===== src/ksm_pkg.sv =====
// Shared types and codes for the KMP stream matcher.
// Used by ksm_front, ksm_engine and kmp_stream_matcher_top; no dependencies.
package ksm_pkg;

  // Input op codes (s_tuser)
  localparam logic [1:0] OP_CLEAR  = 2'd0;
  localparam logic [1:0] OP_APPEND = 2'd1;
  localparam logic [1:0] OP_TEXT   = 2'd2;

  // Result status codes (m_tuser)
  localparam logic [1:0] STATUS_NOT_FOUND = 2'd0;
  localparam logic [1:0] STATUS_FOUND     = 2'd1;
  localparam logic [1:0] STATUS_TOO_LONG  = 2'd2;

  localparam logic [15:0] POS_SAT = 16'hFFFF;

  typedef enum logic [1:0] {
    CMD_CLEAR  = 2'd0,
    CMD_APPEND = 2'd1,
    CMD_TEXT   = 2'd2
  } cmd_kind_t;

  typedef struct packed {
    cmd_kind_t  kind;
    logic [7:0] data;
    logic       last;
  } ksm_cmd_t;

endpackage


===== src/ksm_front.sv =====
// Front end: accepts stream items, classifies the op and queues commands.
// Depends on ksm_pkg.
module ksm_front (
  input  logic              clk,
  input  logic              rst,
  input  logic              s_tvalid,
  output logic              s_tready,
  input  logic [7:0]        s_tdata,   // data_byte
  input  logic [1:0]        s_tuser,   // op
  input  logic              s_tlast,   // last
  output logic              cmd_valid,
  input  logic              cmd_ready,
  output ksm_pkg::ksm_cmd_t cmd
);

  ksm_pkg::ksm_cmd_t queue [2];
  logic              wr_ptr;
  logic              rd_ptr;
  logic [1:0]        count;
  ksm_pkg::ksm_cmd_t in_cmd;
  logic              keep;
  logic              push;
  logic              pop;

  always_comb begin
    in_cmd.data = s_tdata;
    in_cmd.last = s_tlast;
    in_cmd.kind = ksm_pkg::CMD_CLEAR;
    keep        = 1'b1;
    unique case (s_tuser)
      ksm_pkg::OP_CLEAR:  in_cmd.kind = ksm_pkg::CMD_CLEAR;
      ksm_pkg::OP_APPEND: in_cmd.kind = ksm_pkg::CMD_APPEND;
      ksm_pkg::OP_TEXT:   in_cmd.kind = ksm_pkg::CMD_TEXT;
      default:            keep = 1'b0;  // undefined op: drop
    endcase
  end

  assign s_tready  = (count != 2'd2);
  assign cmd_valid = (count != 2'd0);
  assign cmd       = queue[rd_ptr];
  assign push      = s_tvalid && s_tready && keep;
  assign pop       = cmd_valid && cmd_ready;

  always_ff @(posedge clk) begin
    if (push) begin
      queue[wr_ptr] <= in_cmd;
    end
  end

  always_ff @(posedge clk) begin
    if (rst) begin
      wr_ptr <= 1'b0;
      rd_ptr <= 1'b0;
      count  <= 2'd0;
    end else begin
      if (push) begin
        wr_ptr <= ~wr_ptr;
      end
      if (pop) begin
        rd_ptr <= ~rd_ptr;
      end
      if (push && !pop) begin
        count <= count + 2'd1;
      end else if (pop && !push) begin
        count <= count - 2'd1;
      end
    end
  end

endmodule


===== src/ksm_engine.sv =====
// Back end: pattern and failure-table memories, failure-link walker and result register.
// Depends on ksm_pkg.
module ksm_engine #(
  parameter int PATTERN_MAX = 256
) (
  input  logic              clk,
  input  logic              rst,
  input  logic              cmd_valid,
  output logic              cmd_ready,
  input  ksm_pkg::ksm_cmd_t cmd,
  input  logic [15:0]       start_offset,
  output logic              out_valid,
  input  logic              out_ready,
  output logic [1:0]        out_status,
  output logic [15:0]       out_position
);

  localparam int IDX_W = (PATTERN_MAX > 1) ? $clog2(PATTERN_MAX) : 1;
  localparam int LEN_W = $clog2(PATTERN_MAX + 1);
  localparam int TI_W  = $clog2(65536 + PATTERN_MAX);
  localparam int PW    = TI_W + 2;
  localparam logic [TI_W-1:0]  INDEX_CAP = TI_W'(65535 + PATTERN_MAX);
  localparam logic [LEN_W-1:0] LEN_MAX   = LEN_W'(PATTERN_MAX);

  typedef enum logic [2:0] {
    S_IDLE  = 3'b001,
    S_SEED  = 3'b010,
    S_CHECK = 3'b100
  } state_t;

  state_t            state;
  logic [LEN_W-1:0]  pat_len;
  logic              overflow;
  logic [LEN_W-1:0]  progress;
  logic [TI_W-1:0]   text_index;
  logic              search_done;
  logic [IDX_W-1:0]  walk;
  logic [7:0]        byte_q;
  logic              last_q;
  logic              is_append;

  logic [7:0]        pattern_store [PATTERN_MAX];
  logic [IDX_W-1:0]  failure_table [PATTERN_MAX];
  logic [7:0]        ps_q;
  logic [IDX_W-1:0]  ft_q;

  logic [IDX_W-1:0]  rd_base;
  logic              mem_we;
  logic [IDX_W-1:0]  wr_addr;
  logic [7:0]        ps_wdata;
  logic [IDX_W-1:0]  ft_wdata;

  logic              hit;
  logic              walk_end;
  logic [LEN_W-1:0]  res;
  logic [PW-1:0]     match_sum;
  logic [15:0]       match_pos;
  logic [TI_W-1:0]   text_index_inc;

  assign hit      = (ps_q == byte_q);
  assign walk_end = hit || (walk == '0);
  assign res      = hit ? (LEN_W'(walk) + LEN_W'(1)) : '0;

  assign match_sum = PW'(start_offset) + PW'(text_index) + PW'(1) - PW'(pat_len);
  assign match_pos = (match_sum > PW'(ksm_pkg::POS_SAT)) ? ksm_pkg::POS_SAT
                                                          : match_sum[15:0];
  assign text_index_inc = (text_index < INDEX_CAP) ? text_index + TI_W'(1) : text_index;

  assign cmd_ready = (state == S_IDLE) &&
                     (cmd.kind != ksm_pkg::CMD_TEXT || !out_valid || out_ready);

  // Read addresses: the next walk position and its failure link
  always_comb begin
    if (state == S_IDLE) begin
      rd_base = (cmd.kind == ksm_pkg::CMD_TEXT) ? progress[IDX_W-1:0] : pat_len[IDX_W-1:0];
    end else begin
      rd_base = ft_q;
    end
  end

  always_comb begin
    mem_we   = 1'b0;
    wr_addr  = pat_len[IDX_W-1:0];
    ps_wdata = byte_q;
    ft_wdata = res[IDX_W-1:0];
    if (state == S_IDLE) begin
      // first pattern byte: border is empty
      mem_we   = cmd_valid && cmd_ready && (cmd.kind == ksm_pkg::CMD_APPEND) &&
                 (pat_len == '0);
      ps_wdata = cmd.data;
      ft_wdata = '0;
    end else if (state == S_CHECK) begin
      mem_we = is_append && walk_end;
    end
  end

  always_ff @(posedge clk) begin
    if (mem_we) begin
      pattern_store[wr_addr] <= ps_wdata;
      failure_table[wr_addr] <= ft_wdata;
    end
    ps_q <= pattern_store[rd_base];
    ft_q <= failure_table[rd_base - IDX_W'(1)];
  end

  always_ff @(posedge clk) begin
    if (rst) begin
      state       <= S_IDLE;
      pat_len     <= '0;
      overflow    <= 1'b0;
      progress    <= '0;
      text_index  <= '0;
      search_done <= 1'b0;
      out_valid   <= 1'b0;
    end else begin
      if (out_valid && out_ready) begin
        out_valid <= 1'b0;
      end
      unique case (state)
        S_IDLE: begin
          if (cmd_valid && cmd_ready) begin
            byte_q    <= cmd.data;
            last_q    <= cmd.last;
            is_append <= (cmd.kind == ksm_pkg::CMD_APPEND);
            walk      <= rd_base;
            unique case (cmd.kind)
              ksm_pkg::CMD_CLEAR: begin
                pat_len     <= '0;
                overflow    <= 1'b0;
                progress    <= '0;
                text_index  <= '0;
                search_done <= 1'b0;
              end
              ksm_pkg::CMD_APPEND: begin
                progress    <= '0;
                text_index  <= '0;
                search_done <= 1'b0;
                priority if (pat_len >= LEN_MAX) begin
                  overflow <= 1'b1;
                end else if (pat_len == '0) begin
                  pat_len <= LEN_W'(1);
                end else begin
                  state <= S_SEED;
                end
              end
              ksm_pkg::CMD_TEXT: begin
                if (!search_done && !overflow && pat_len != '0) begin
                  state <= S_CHECK;
                end else begin
                  if (!search_done) begin
                    out_valid    <= 1'b1;
                    out_status   <= overflow ? ksm_pkg::STATUS_TOO_LONG : ksm_pkg::STATUS_FOUND;
                    out_position <= overflow ? 16'd0 : start_offset;
                    search_done  <= 1'b1;
                  end
                  text_index <= text_index_inc;
                  if (cmd.last) begin
                    progress    <= '0;
                    text_index  <= '0;
                    search_done <= 1'b0;
                  end
                end
              end
              default: ;
            endcase
          end
        end
        S_SEED: begin
          // ft_q holds the border of the previous prefix
          walk  <= ft_q;
          state <= S_CHECK;
        end
        S_CHECK: begin
          if (!walk_end) begin
            walk <= ft_q;  // fall back along the failure link
          end else begin
            state <= S_IDLE;
            if (is_append) begin
              pat_len <= pat_len + LEN_W'(1);
            end else begin
              progress   <= res;
              text_index <= text_index_inc;
              if (res == pat_len) begin
                out_valid    <= 1'b1;
                out_status   <= ksm_pkg::STATUS_FOUND;
                out_position <= match_pos;
                search_done  <= 1'b1;
              end else if (last_q) begin
                out_valid    <= 1'b1;
                out_status   <= ksm_pkg::STATUS_NOT_FOUND;
                out_position <= 16'd0;
              end
              if (last_q) begin
                progress    <= '0;
                text_index  <= '0;
                search_done <= 1'b0;
              end
            end
          end
        end
        default: state <= S_IDLE;
      endcase
    end
  end

endmodule


===== src/kmp_stream_matcher_top.sv =====
// Top level of the KMP stream matcher: start_offset register, front queue and engine.
// Depends on ksm_pkg, ksm_front and ksm_engine.
// Text byte: idle, then the check state, which follows one failure link per walker step.
// Append: the first byte is written from idle; later bytes pass idle, seed and the check walk.
// Clear and already-decided text bytes are handled in idle. The result is registered as the walk ends.
// Reset clears control state; pattern and failure memories stay undefined, no clearing pass.
module kmp_stream_matcher_top #(
  parameter int PATTERN_MAX = 256
) (
  input  logic        clk,
  input  logic        rst,
  input  logic        s_tvalid,
  output logic        s_tready,
  input  logic [7:0]  s_tdata,   // [7:0] data_byte
  input  logic [1:0]  s_tuser,   // [1:0] op
  input  logic        s_tlast,
  output logic        m_tvalid,
  input  logic        m_tready,
  output logic [15:0] m_tdata,   // [15:0] position
  output logic [1:0]  m_tuser,   // [1:0] status
  input  logic        cfg_valid,
  output logic        cfg_ready,
  input  logic [15:0] cfg_data
);

  logic              cmd_valid;
  logic              cmd_ready;
  ksm_pkg::ksm_cmd_t cmd;
  logic [15:0]       start_offset;

  assign cfg_ready = 1'b1;

  always_ff @(posedge clk) begin
    if (rst) begin
      start_offset <= 16'd0;
    end else if (cfg_valid && cfg_ready) begin
      start_offset <= cfg_data;
    end
  end

  ksm_front u_front (
    .clk       (clk),
    .rst       (rst),
    .s_tvalid  (s_tvalid),
    .s_tready  (s_tready),
    .s_tdata   (s_tdata),
    .s_tuser   (s_tuser),
    .s_tlast   (s_tlast),
    .cmd_valid (cmd_valid),
    .cmd_ready (cmd_ready),
    .cmd       (cmd)
  );

  ksm_engine #(
    .PATTERN_MAX (PATTERN_MAX)
  ) u_engine (
    .clk          (clk),
    .rst          (rst),
    .cmd_valid    (cmd_valid),
    .cmd_ready    (cmd_ready),
    .cmd          (cmd),
    .start_offset (start_offset),
    .out_valid    (m_tvalid),
    .out_ready    (m_tready),
    .out_status   (m_tuser),
    .out_position (m_tdata)
  );

endmodule

===== config.mk =====
export PLATFORM = sky130hd
export DESIGN_NAME = kmp_stream_matcher_top
export DESIGN_NICKNAME = d
export VERILOG_FILES = /design/src/ksm_pkg.sv /design/src/ksm_front.sv /design/src/ksm_engine.sv /design/src/kmp_stream_matcher_top.sv
export SDC_FILE = /design/constraint.sdc
export NUM_CORES = 2
export LEC_CHECK = 0
export ABC_AREA = 1
export BUFFER_PORTS_ARGS = -buffer_cell sky130_fd_sc_hd__buf_2
export CAP_MARGIN = 20
export CORE_ASPECT_RATIO = 1.25
export CORE_UTILIZATION = 31
export CTS_CLUSTER_DIAMETER = 30
export DETAILED_ROUTE_END_ITERATION = 10
export GPL_ROUTABILITY_DRIVEN = 0
export HOLD_SLACK_MARGIN = 0.02
export PLACE_DENSITY_LB_ADDON = 0.25
export SLEW_MARGIN = 20
export SYNTH_ARGS = -nofsm -noshare
export SYNTH_HDL_FRONTEND = slang
export SYNTH_MEMORY_MAX_BITS = 65536
export SYNTH_SLANG_ARGS = --single-unit
export TNS_END_PERCENT = 1

===== constraint.sdc =====
create_clock -name clk -period 30.6 [get_ports clk]
set_input_delay 3.06 -clock clk [delete_from_list [all_inputs] [get_ports clk]]
set_output_delay 3.06 -clock clk [all_outputs]
set_load 0.01 [all_outputs]

# After elaboration in Yosys (flattened, before gate mapping)
# Memory sizes are Yosys's and may differ from the RTL's. A register that Yosys moved wholly into a read port is not among the register bits.
# Cells that the tools add are included.
classes:
  addsub: 9
  order_cmp: 3
  shift: 0
  n_reduce_logical: 41
  n_bitwise: 3
  muxes: 93
  n_eq_ne: 30
  div: 0
  mul: 0
op_table:
  columns: ["cell", "n"]
  rows:
  - ["$mux 16", 10]
  - ["$mux 17", 7]
  - ["$mux 8", 12]
  - ["$pmux 17 s2", 2]
  - ["$mux 9", 6]
  - ["$pmux 9 s2", 2]
  - ["$pmux 16 s2", 1]
  - ["$pmux 8 s2", 2]
  - ["$mux 1", 26]
  - ["$ne 3x3->1 const B", 8]
  - ["$pmux 8 s3", 1]
  - ["$mux 2", 11]
  - ["$reduce_and 7->1", 3]
  - ["$add 19x1->19 const B", 1]
  - ["$gt 19x16->1 const B", 1]
  - ["$sub 19x9->19", 1]
  - ["$add 16x17->18", 1]
  - ["$ne 2x2->1 const B", 9]
  - ["$add 17x1->17 const B", 1]
  - ["$lt 17x17->1 const B", 1]
  - ["$mux 3", 5]
  - ["$logic_and 1x1->1", 12]
  - ["$reduce_and 6->1", 2]
  - ["$add 8x1->9 const B", 1]
  - ["other kinds (32)", 53]
word_totals:
  output_inout_bits: 21
  latch_bits: 0
  inputBits: 32
  word_cells: 199
  n_memories: 3
  ff_bits: 96
  mem_bits_rw: 4118
  romBits: 0
memory_table:
  columns: ["memory", "words", "word_bits", "read_ports", "rd_clocked_by_memory_dff", "wr", "line", "source"]
  rows:
  - ["u_engine.failure_table", 256, 8, 1, 1, 1, "ksm_engine.sv:43", "logic [IDX_W-1:0] failure_table [PATTERN_MAX];"]
  - ["u_engine.pattern_store", 256, 8, 1, 1, 1, "ksm_engine.sv:42", "logic [7:0] pattern_store [PATTERN_MAX];"]
  - ["u_front.queue", 2, 11, 1, 1, 1, "ksm_front.sv:16", "ksm_pkg::ksm_cmd_t queue [2];"]

# Depth between registers and ports, before layout
depth:
  word_depth: 10
  depth_mapped: 30
  ltp_nobuf: 27

# Cells and area by module
# Synthesis repeated with hierarchy kept, for this count alone.
hier_totals:
  cells_unflattened: 16353
  area_unflattened_um2: 183118.1
modules_own_cells:
  columns: ["mod", "area_per_inst_um2", "instances", "seq_area_each_um2", "cells_per_inst"]
  rows:
  - ["ksm_engine", 181311.4, 1, 125200.1, 16172]
  - ["ksm_front", 1124.8, 1, 760.7, 78]
  - ["kmp_stream_matcher_top", 681.9, 1, 320.3, 103]

# Worst setup path before layout
# OpenSTA, ideal clock, no wires.
synth_timing:
  path_kind: "reg-to-reg"
  start: "reg u_engine.state[2]"
  end: "mem u_engine.pattern_store[0][0] (data pin)"
  path_stages_with_launch: 4
  slack_ns: 17.800
  required_ns: 28.411
  n_path_buf: 1
  t_arrival_ns: 10.612
  setup_time_ns: 2.189
  synth_period_minus_slack_ns: 12.800
  path_cell_list: "dfxtp_1 -> nor3_4 -> clkbuf_1 -> o21ai_0"
synth_between:
  elab_chain_cells: 2
synth_rtl:
  columns: ["item", "line", "source"]
  rows:
  - ["start, declared", "ksm_engine.sv:31", "state_t state;"]
  - ["start signal, assigned", "ksm_engine.sv:108", "state <= S_IDLE;"]
  - ["start signal, assigned", "ksm_engine.sv:143", "state <= S_SEED;"]
  - ["start signal, assigned", "ksm_engine.sv:148", "state <= S_CHECK;"]
  - ["$eq 3x1->1", "ksm_engine.sv:86", "if (state == S_IDLE) begin"]
  - ["$mux 8", "ksm_engine.sv:86", null]
  - ["net u_engine.ps_wdata[0]", "ksm_engine.sv:50", "logic [7:0] ps_wdata;"]
  - ["end, declared", "ksm_engine.sv:42", null]
# The timed path passes the listed nets, and every way through them passes these cells.

==> results.py <==
metrics = {
    "run_status": {
        "status": "complete, no violations",
    },
    "logic_synthesis": {
        "yosysSeqAreaShare_pct": 74.0,
        "synthesis.nets": 13400,
        "async_flop_share_pct": 0,
        "syn_inst": 13300,
        "synth_top_area_share_pct": 73.1,
        "avgSynthCellArea_um2": 12.8,
        "ys_seq_elements": 4231,
        "synth-edff-count": 4154,
        "yosysTopAreaCell": "edfxtp_1",
        "synthesis.area_mm2": 0.171,
        "ys_types": 52,
        "synth_area_leaders": "edfxtp_1 73%, o21ai_0 5.8%, nor2_1 5.3%",
        "ys.flop_type": "edfxtp_1",
        "yosys_warnings": 0,
    },
    "clocking": {
        "postCtsHoldBufs": 0,
        "path_clk_slew_ns": 0.05,
        "cts.sinks": 4231,
        "cts.htree.levels": 6,
        "cts_setup_buffers": 0,
        "clk_path_buf_depth": 4,
        "ctsResizeCount": 0,
        "cts_tree": "done",
        "cts_buffers": 644,
        "insertion_delay_ns": 1.08,
        "cts-root-buf": "clkbuf_16",
    },
    "timing": {
        "finClkSkew_ns": 0.0542,
        "finalCritPeriodShare_pct": 28.3,
        "slew_headroom_pct": 24.0,
        "clock.fmax_ghz": 0.116,
        "slew_viol_final": 0,
        "hold_viol": 0,
        "min_period_ns": 8.65,
        "worst_slew_pin_slew_ns": 1.14,
        "tns_ns": 0,
        "rsz0062_at_grt": "false",
        "setup_viol": 0,
    },
    "die": {
        "core_mm2": 0.548,
        "rows": 304,
        "io_pins": 53,
        "initial_core_util_pct": 31.1,
        "die_h_um": 831,
        "die_w_um": 665,
        "die_area_mm2": 0.553,
    },
    "global_route": {
        "grt_pass1_wl_um": 805000,
        "grt_pass1_vias": 108000,
        "grt_antenna_before_repair": 27,
        "track_usage_pct": 19.8,
        "grt_max_degree": 190,
        "overflow": 0,
    },
    "final_layout": {
        "fillCellCount": 52300,
        "mostFrequentLayoutCell": "edfxtp_1",
        "final_nets": 13600,
        "final_cell_mix": "4154 x edfxtp_1, 2387 x nor2_1, 1974 x o21ai_0",
        "layout-drive-gt1-share_pct": 13.4,
        "area_growth_pct": 18.8,
    },
    "routing": {
        "avgRoutedWirePerCell_um": 26.6,
        "drtIter0Drc": 11100,
        "drc": 0,
        "routed_wl_um": 568000,
        "first_pass_iters": 6,
        "dr_total_vias": 113000,
        "ant_nets": 0,
        "vias_per_cell": 5.26,
    },
    "placed_design": {
        "hpwl_um": 319000,
        "port_buffers": 51,
    },
    "worst_setup_path": {
        "cpMostUsedCell": "nand3_1",
        "cp_max_fo": 169,
        "worstPathRequired_ns": 31.61,
        "slowest_delay_ns": 0.97,
        "crit_path_start_kind": "flip-flop",
        "crit_path_end_kind": "flip-flop",
        "crit_type": "reg -> reg",
        "cp.arrival_ns": 9.66,
        "worst_path_max_delay_cell": "buf_4",
    },
    "run": {
        "cap_violations": 0,
    },
    "worst_hold_path": {
        "worstHoldPathType": "reg -> reg",
    },
}
metrics by stage:
step	setup slack [ns]	cell area (um^2)	hold slack, ns	cells	util, %
finish	21.95	203000	0.457	21400	37.0
global route	21.31	203000	0.474	21400	37.0
CTS	21.94	203000	0.455	21400	36.9
detailed placement	21.95	181000	0.445	20200	32.9
global placement	21.99	180000	0.435	20200	32.9
floorplan	17.80	171000	0.426	13300	-
synthesized netlist by cell type, drive strengths merged, types with 6 or more instances:
master and n:
xor2 31, nor2 2410, a21oi 98, inv 229
o21ai 1983, ha 52, nand3 674, o221ai 103
clkbuf 657, or2 239, a211oi 7, o211ai 903
xnor2 14, o21bai 37, nor3 29, nand4 12
dfxtp 77, nand3b 6, edfxtp 4154, nand2 894
buf 278, o22ai 350
area by class of cell:
type / instances / area [um^2] / share of cell area (%)
Sequential cell: 4231 / 126000 / 62.3
Multi-Input combinational cell: 7877 / 40100 / 19.8
Clock buffer: 759 / 17000 / 8.40
Tap cell: 7344 / 9190 / 4.54
Clock inverter: 435 / 4970 / 2.45
Timing Repair Buffer: 517 / 4080 / 2.01
Inverter: 232 / 911 / 0.450
Antenna cell: 13 / 32.5 / 0.0161
state kept, by name, summed over array words and instances (netlist names), 2 cells and up, named ones only:
signal,cells
u_engine.progress,8
u_engine.out_position,16
u_engine.pat_len,9
u_engine.ft_q,8
u_engine.byte_q,8
start_offset,16
u_engine.pattern_store,2048
u_engine.out_status,2
u_engine.ps_q,8
u_front.count,2
u_front.queue,22
u_engine.text_index,17
u_engine.state,3
u_engine.walk,8
u_engine.failure_table,2048
worst max-delay path: cells and delay by family (launching register included):
family	cells	cell delay, ns
compound gates	4	0.48
fa+ha+maj	1	0.29
buf+inv	8	4.50
flops	1	0.56
simple gates	12	2.32
cell families (layout without fill, tap and decap cells):
kind of cell / after synthesis / after routing / share of synthesized area [%]
other: 1 / 14 / 0.00220
DFF: 4231 / 4231 / 74.0
adders and majority gates: 54 / 54 / 0.405
AOI/OAI and AO/OA: 3502 / 3502 / 12.2
and+or+nand+nor: 4275 / 4275 / 10.3
xor gates and xnor gates: 45 / 45 / 0.249
buffers and inverters: 1167 / 1943 / 2.74
per-layer routing:
metal | vias to the layer above | routed length (um) | global-route usage, %
met3 | 1006 | 36400 | 2.83
met1 | 57700 | 229000 | 25.2
met4 | 4 | 28600 | 9.31
met5 | - | 21 | 0
li1 | 49900 | - | -
met2 | 4105 | 274000 | 33.2
worst paths after layout:
path	start	endpoint	slack, ns	depth (start not counted)
max	flip-flop	u_engine.ft_q[1]	21.95	25
min	u_front.rd_ptr	u_front.rd_ptr	0.46	1
max reg2reg	flip-flop	u_engine.ft_q[1]	21.95	25
min reg2reg	u_front.rd_ptr	u_front.rd_ptr	0.46	1
Power is not shown: default switching activity piles up to over one toggle a cycle in this logic, so the estimate is an artifact.
